`config.mk`:
```
export PLATFORM = sky130hd
export DESIGN_NAME = bzr_cfg_regs
export DESIGN_NICKNAME = d
export VERILOG_FILES = /design/src/bzr_pkg.sv /design/src/bzr_cfg_regs.sv
export SDC_FILE = /design/constraint.sdc
export NUM_CORES = 1
export LEC_CHECK = 0
export BUFFER_PORTS_ARGS = -buffer_cell sky130_fd_sc_hd__buf_2
export CORE_ASPECT_RATIO = 1.75
export CORE_MARGIN = 3
export CORE_UTILIZATION = 40
export CTS_BUF_LIST = sky130_fd_sc_hd__clkbuf_4 sky130_fd_sc_hd__clkbuf_8
export DETAILED_ROUTE_END_ITERATION = 7
export GPL_TIMING_DRIVEN = 0
export MAX_ROUTING_LAYER = met4
export PLACE_DENSITY_LB_ADDON = 0.2
export SLEW_MARGIN = 20
export SYNTH_ARGS = -nofsm -noshare
export SYNTH_HDL_FRONTEND = slang
export SYNTH_SLANG_ARGS = --single-unit
```
`constraint.sdc`:
```
create_clock -name clk -period 1.06 [get_ports clk]
set_input_delay 0.053 -clock clk [delete_from_list [all_inputs] [get_ports clk]]
set_output_delay 0.053 -clock clk [all_outputs]
set_load 0.02 [all_outputs]
```
`src/bzr_pkg.sv`:
```
// ----------------------------------------------------------------------------
// bzr_pkg
// shared constants and register map for the cubic bezier point evaluator
// ----------------------------------------------------------------------------
package bzr_pkg;

  // default geometry
  localparam int COORD_BITS_DEF  = 10;
  localparam int T_FRAC_BITS_DEF = 12;

  // configuration register map
  localparam int NUM_REGS  = 8;
  localparam int CFG_IDX_W = 4;

  // control points per curve
  localparam int NUM_PTS = 4;

  typedef enum logic [CFG_IDX_W-1:0] {
    REG_P0_X = 4'd0,
    REG_P0_Y = 4'd1,
    REG_P1_X = 4'd2,
    REG_P1_Y = 4'd3,
    REG_P2_X = 4'd4,
    REG_P2_Y = 4'd5,
    REG_P3_X = 4'd6,
    REG_P3_Y = 4'd7
  } cfg_reg_t;

endpackage

```
`src/bzr_cfg_regs.sv`:
```
// ----------------------------------------------------------------------------
// bzr_cfg_regs
// control point register file, written through a plain write port
// ----------------------------------------------------------------------------
module bzr_cfg_regs #(
  parameter int COORD_BITS = bzr_pkg::COORD_BITS_DEF
) (
  input  logic                           clk,
  input  logic                           rst_n,
  input  logic                           cfg_we,
  input  logic [bzr_pkg::CFG_IDX_W-1:0]  cfg_addr,
  input  logic [COORD_BITS-1:0]          cfg_wdata,
  output logic [COORD_BITS-1:0]          ctrl_x [bzr_pkg::NUM_PTS],
  output logic [COORD_BITS-1:0]          ctrl_y [bzr_pkg::NUM_PTS]
);

  logic [COORD_BITS-1:0] px_r [bzr_pkg::NUM_PTS];
  logic [COORD_BITS-1:0] py_r [bzr_pkg::NUM_PTS];

  always_ff @(posedge clk) begin
    if (!rst_n) begin
      for (int i = 0; i < bzr_pkg::NUM_PTS; i++) begin
        px_r[i] <= '0;
        py_r[i] <= '0;
      end
    end else if (cfg_we) begin
      case (cfg_addr)
        bzr_pkg::REG_P0_X: px_r[0] <= cfg_wdata;
        bzr_pkg::REG_P0_Y: py_r[0] <= cfg_wdata;
        bzr_pkg::REG_P1_X: px_r[1] <= cfg_wdata;
        bzr_pkg::REG_P1_Y: py_r[1] <= cfg_wdata;
        bzr_pkg::REG_P2_X: px_r[2] <= cfg_wdata;
        bzr_pkg::REG_P2_Y: py_r[2] <= cfg_wdata;
        bzr_pkg::REG_P3_X: px_r[3] <= cfg_wdata;
        bzr_pkg::REG_P3_Y: py_r[3] <= cfg_wdata;
        default: ;  // indexes past the map are dropped
      endcase
    end
  end

  assign ctrl_x = px_r;
  assign ctrl_y = py_r;

endmodule

```
* Word level (Yosys, flattened, before mapping)
Index checks and enable logic that the tools add are counted.
Word-level totals: flip-flop bits (word level) 80, input bits 17, output and inout bits 80, word-level logic and storage cells 24
Cells by class: equal/unequal tests 7, reduce and logical (&&, ||, !) cells 9
Operator list (count):
- $eq A4 B3 Y1 const B | 4
- $reduce_and A2 Y1 | 8
- $eq A4 B2 Y1 const B | 2
- $eq A4 B1 Y1 const B | 1
- $logic_not A4 Y1 | 1

* Longest topological paths before layout
depth after elaboration 2, gate-level depth with buffers 4, mapped depth without buffers 3

* Worst setup path after synthesis
Ideal clock, no wire load.
path kind input -> register, start input port cfg_addr[3] in the netlist's numbering, end register py_r (netlist bit ctrl_y[20]), library setup time 0.072 ns, arrival time 0.783 ns, data required time 0.988 ns, path slack 0.205 ns, cell stages on the path 4, buffers on the path 1, path through nor3b_4 -> and3_1 -> buf_6 -> mux2i_1
Between the ends: longest elaborated chain between the ends 2
RTL lines:
- from (decl) | RTL line bzr_cfg_regs.sv:11 | input logic [bzr_pkg::CFG_IDX_W-1:0] cfg_addr,
- $eq A4 B2 Y1 | RTL line bzr_cfg_regs.sv:27 | case (cfg_addr)
- $reduce_and A2 Y1 (no line)
- to (decl) | RTL line bzr_cfg_regs.sv:18 | logic [COORD_BITS-1:0] py_r [bzr_pkg::NUM_PTS];
No other way between the ends. A chain may end at the register's enable or synchronous reset.

* Worst setup path in the final report
start register px_r (netlist bit ctrl_x[39]), end output port ctrl_x[39] in the netlist's numbering
RTL lines:
- from (decl) | RTL line bzr_cfg_regs.sv:17 | logic [COORD_BITS-1:0] px_r [bzr_pkg::NUM_PTS];
- to (decl) | RTL line bzr_cfg_regs.sv:13 | output logic [COORD_BITS-1:0] ctrl_x [bzr_pkg::NUM_PTS],
No word-level cell between the ends.

==> impl_results.md <==
- H-tree Lvls: 3
- Worst Hold End: ctrl_y[8]$_SDFFE_PN0P_
- Post-synth EDFFs: 0
- Synthesis-to-finish area growth: 25.9%
- Postcts setup bufs: 0
- Remaining DRCs: 0
- R2r setup slk: 0.42 ns
- Initial antenna violation count: 0
- Buffer and inverter count on the worst path: 1
- Met1 Use GR: 0.216
- Lkg Pwr: 1.89 nW
- Hold Path Class: input port to flop
- Max Cap Violations: 0
- CP max stage delay: 0.36 ns
- Placed cell areas: ~3500 um^2
- Net count, final: between 400 and 500
- Critical path cell sequence: buf_2
- Tot GR Track Use: 0.183
- Yosys Warn Count: 0
- Vias in the first global route: ~2.2k
- Vias/cell: between 4 and 5
- Die span in y: 119 um
- Max clock buf depth: 2
- Die Wd: 70.8 um
- Syn_area_per_cell: 10.6 um^2
- 1st-pass router iterations: 4
- Initial drt markers: 133
- Overflow after GRT: 0
- Wirelength, routed: about 7400 um
- Ranking of synthesized cells by area: dfxtp_1, mux2i_1, nand2_1
- Ys flop type: dfxtp_1
- Slowest CP cell: dfxtp_1
- Synthesized area: around 3000 um^2
- Top Usage Layer GRT: met2
- GRT met3 Usage: 0.0313
- RSZ-0062 raised after global routing: false
- CTS tree: built
- Ant. Diodes: 0
- Dpl cells: ~460
- Fillcell total: about 690
- Syn Nets: ~300
- Mapped Cells: around 280
- CP top delay family: flip-flops
- Final Slew Violations: 0
- Synth cell types: 17
- WS Path Type: flop to primary output
- Arrival time worst endpoint: ~0.9 ns
- Commonest cells post-synth: nand2_1, dfxtp_1, mux2i_1
- Met2 usage: 0.304
- Layout cells sized above 1: 0.315
- Fmax: between 1 and 1.5 GHz
- Core Region: roughly 7000 um^2
- Total vias in the final route: ~2.2k
- Hold violation count in the final report: 0
- Initial core utilization: 0.419
- Antenna Nets Post-Route: 0
- Area leader, netlist: dfxtp_1
- Clock transition at path regs: approximately 0.07 ns
- Crit. End Element: primary output
- I/O pin total: a little under 100
- Clock Latency Late Sink: around 0.34 ns
- Cts hold-fix bufs: 0
- CTS sink cnt: 80
- Worst setup SP type: flop
- Slew HR: 0.683
- Port bufs: 95
- Post-synth top area share: 0.545
- Crit Reg-Reg Startpoint: ctrl_x[34]$_SDFFE_PN0P_
- Crit path max fanout: 2
- CTS Root Cell: clkbuf_8
- CTS Buf Count: 9
- First-pass GRT wire length: 11,500 um
- Asr flop ratio synth: 0
- Largest net degree at the start of global routing: 12
- Final setup violation count: 0
- DR WL/cell: 15.6 um
- GP Congestion: 0.713
- Peak supply drop: just over 900 uV
- DP Wirelength: 5290 um
- Run status: complete, no violations
- Req. time, crit path: 1.01 ns
- Post-synthesis sequential area ratio: 0.545
- Final min period: ~0.93 ns
- Most common cell in the netlist: nand2_1
- Total power: between 5 and 6 mW
- Period Utilization, post-route: 0.880
- Clk_skew: 0 ns
- Final Cell Area: about 3700 um^2
- Worst hold path startpoint: cfg_we
- Pwr dens: around 1500 nW/um^2
- Worst Reg-to-Reg Cells: 2
- Row count: 40
- Reg2reg end: ctrl_x[34]$_SDFFE_PN0P_
- Final Non-Filler Cells: 471
- Synthesized flop and latch total: 80
- Least-Margin Pin Slew: between 0.4 and 0.5 ns
- Hold path depth: 4
- Die area: 8450 um^2
## logic make-up after synthesis
group                  Yosys count  synth area share
and+or+nand+nor                102             0.153
muxes                           80             0.272
DFF                             80             0.545
buffers and inverters           16            0.0298
## power by group
part	total [mW]	switching [mW]	internal [mW]	leakage, nW
clock network	2.06	0.984	1.07	0.0955
logic	0.363	0.248	0.115	1.15
registers	3.06	0.0203	3.04	0.646
total	5.48	1.25	4.23	1.89
## final cells by class
type / count / area, um^2 / share of cell area
Buffer: 16 / 88.8 / 0.0240
Clock buffer: 14 / 180 / 0.0487
Multi-Input combinational cell: 182 / 1250 / 0.338
Sequential cell: 80 / 1600 / 0.433
Tap cell: 84 / 105 / 0.0284
Timing Repair Buffer: 95 / 475 / 0.128
## flip-flops by register name, indices dropped and copies added, names as in the netlist
name    flops
ctrl_x     40
ctrl_y     40
## placed cells by master (no fill, tap or decap)
cell / synthesis / layout
nor3b_2: 1 / 1
nand2b_1: 1 / 1
clkbuf_8: 0 / 12
nand3b_4: 1 / 1
nand3b_1: 2 / 2
mux2i_1: 80 / 80
clkbuf_1: 9 / 8
clkbuf_4: 0 / 2
nand2_1: 91 / 91
buf_6: 1 / 1
buf_2: 1 / 96
nor3b_1: 1 / 1
and3_1: 1 / 1
clkbuf_2: 0 / 1
nor2_1: 1 / 1
nand2_2: 1 / 1
nor2_4: 1 / 1
buf_4: 5 / 5
dfxtp_1: 80 / 80
nor3b_4: 1 / 1
## metal layers
metal | part of all wire | vias up
li1 | - | 1130
met1 | 0.42 | 1035
met2 | 0.52 | 59
met3 | 0.044 | 10
met4 | 0.015 | 0
met5 | 0 | -
## per-stage QoR
stage                     utilization  setup slack [ns]  hold WS, ns  TNS, ns
after floorplan                     -             0.205        0.332        0
final                           0.528             0.127        0.209        0
after global placement          0.502            -0.324        0.441   -20.13
after detailed placement        0.502            -0.357        0.443   -23.03
after global routing            0.528            0.0931        0.218        0
after CTS                       0.528           0.00283        0.198        0
## tightest hold or removal path, delay by kind of cell
| kind | cells | cell delay (ns) |
|---|---|---|
| buf+inv | 1 | 0.12 |
| mux | 1 | 0.12 |
| simple gates | 2 | 0.20 |
## how the worst max path moves through the flow
stage                                  from                      end  slack [ns]  depth (start not counted)
finish              ctrl_x[39]$_SDFFE_PN0P_               ctrl_x[39]        0.13                          1
global route        ctrl_x[34]$_SDFFE_PN0P_               ctrl_x[34]        0.09                          1
CTS                                   rst_n   ctrl_y[6]$_SDFFE_PN0P_       0.003                          4
detailed placement                    rst_n   ctrl_x[0]$_SDFFE_PN0P_       -0.36                          4
global placement                      rst_n  ctrl_y[14]$_SDFFE_PN0P_       -0.32                          4
floorplan                       cfg_addr[3]  ctrl_y[20]$_SDFFE_PN0P_        0.20                          4
## timing repair
| action | 4_1_cts | 5_1_grt |
|---|---|---|
| hold endpoints to repair | 0 | 0 |
| gates resized for setup | 0 | 2 |
| endpoints found under the setup margin | 0 | 58 |
No activity file was read; power rests on OpenSTA's default activity.
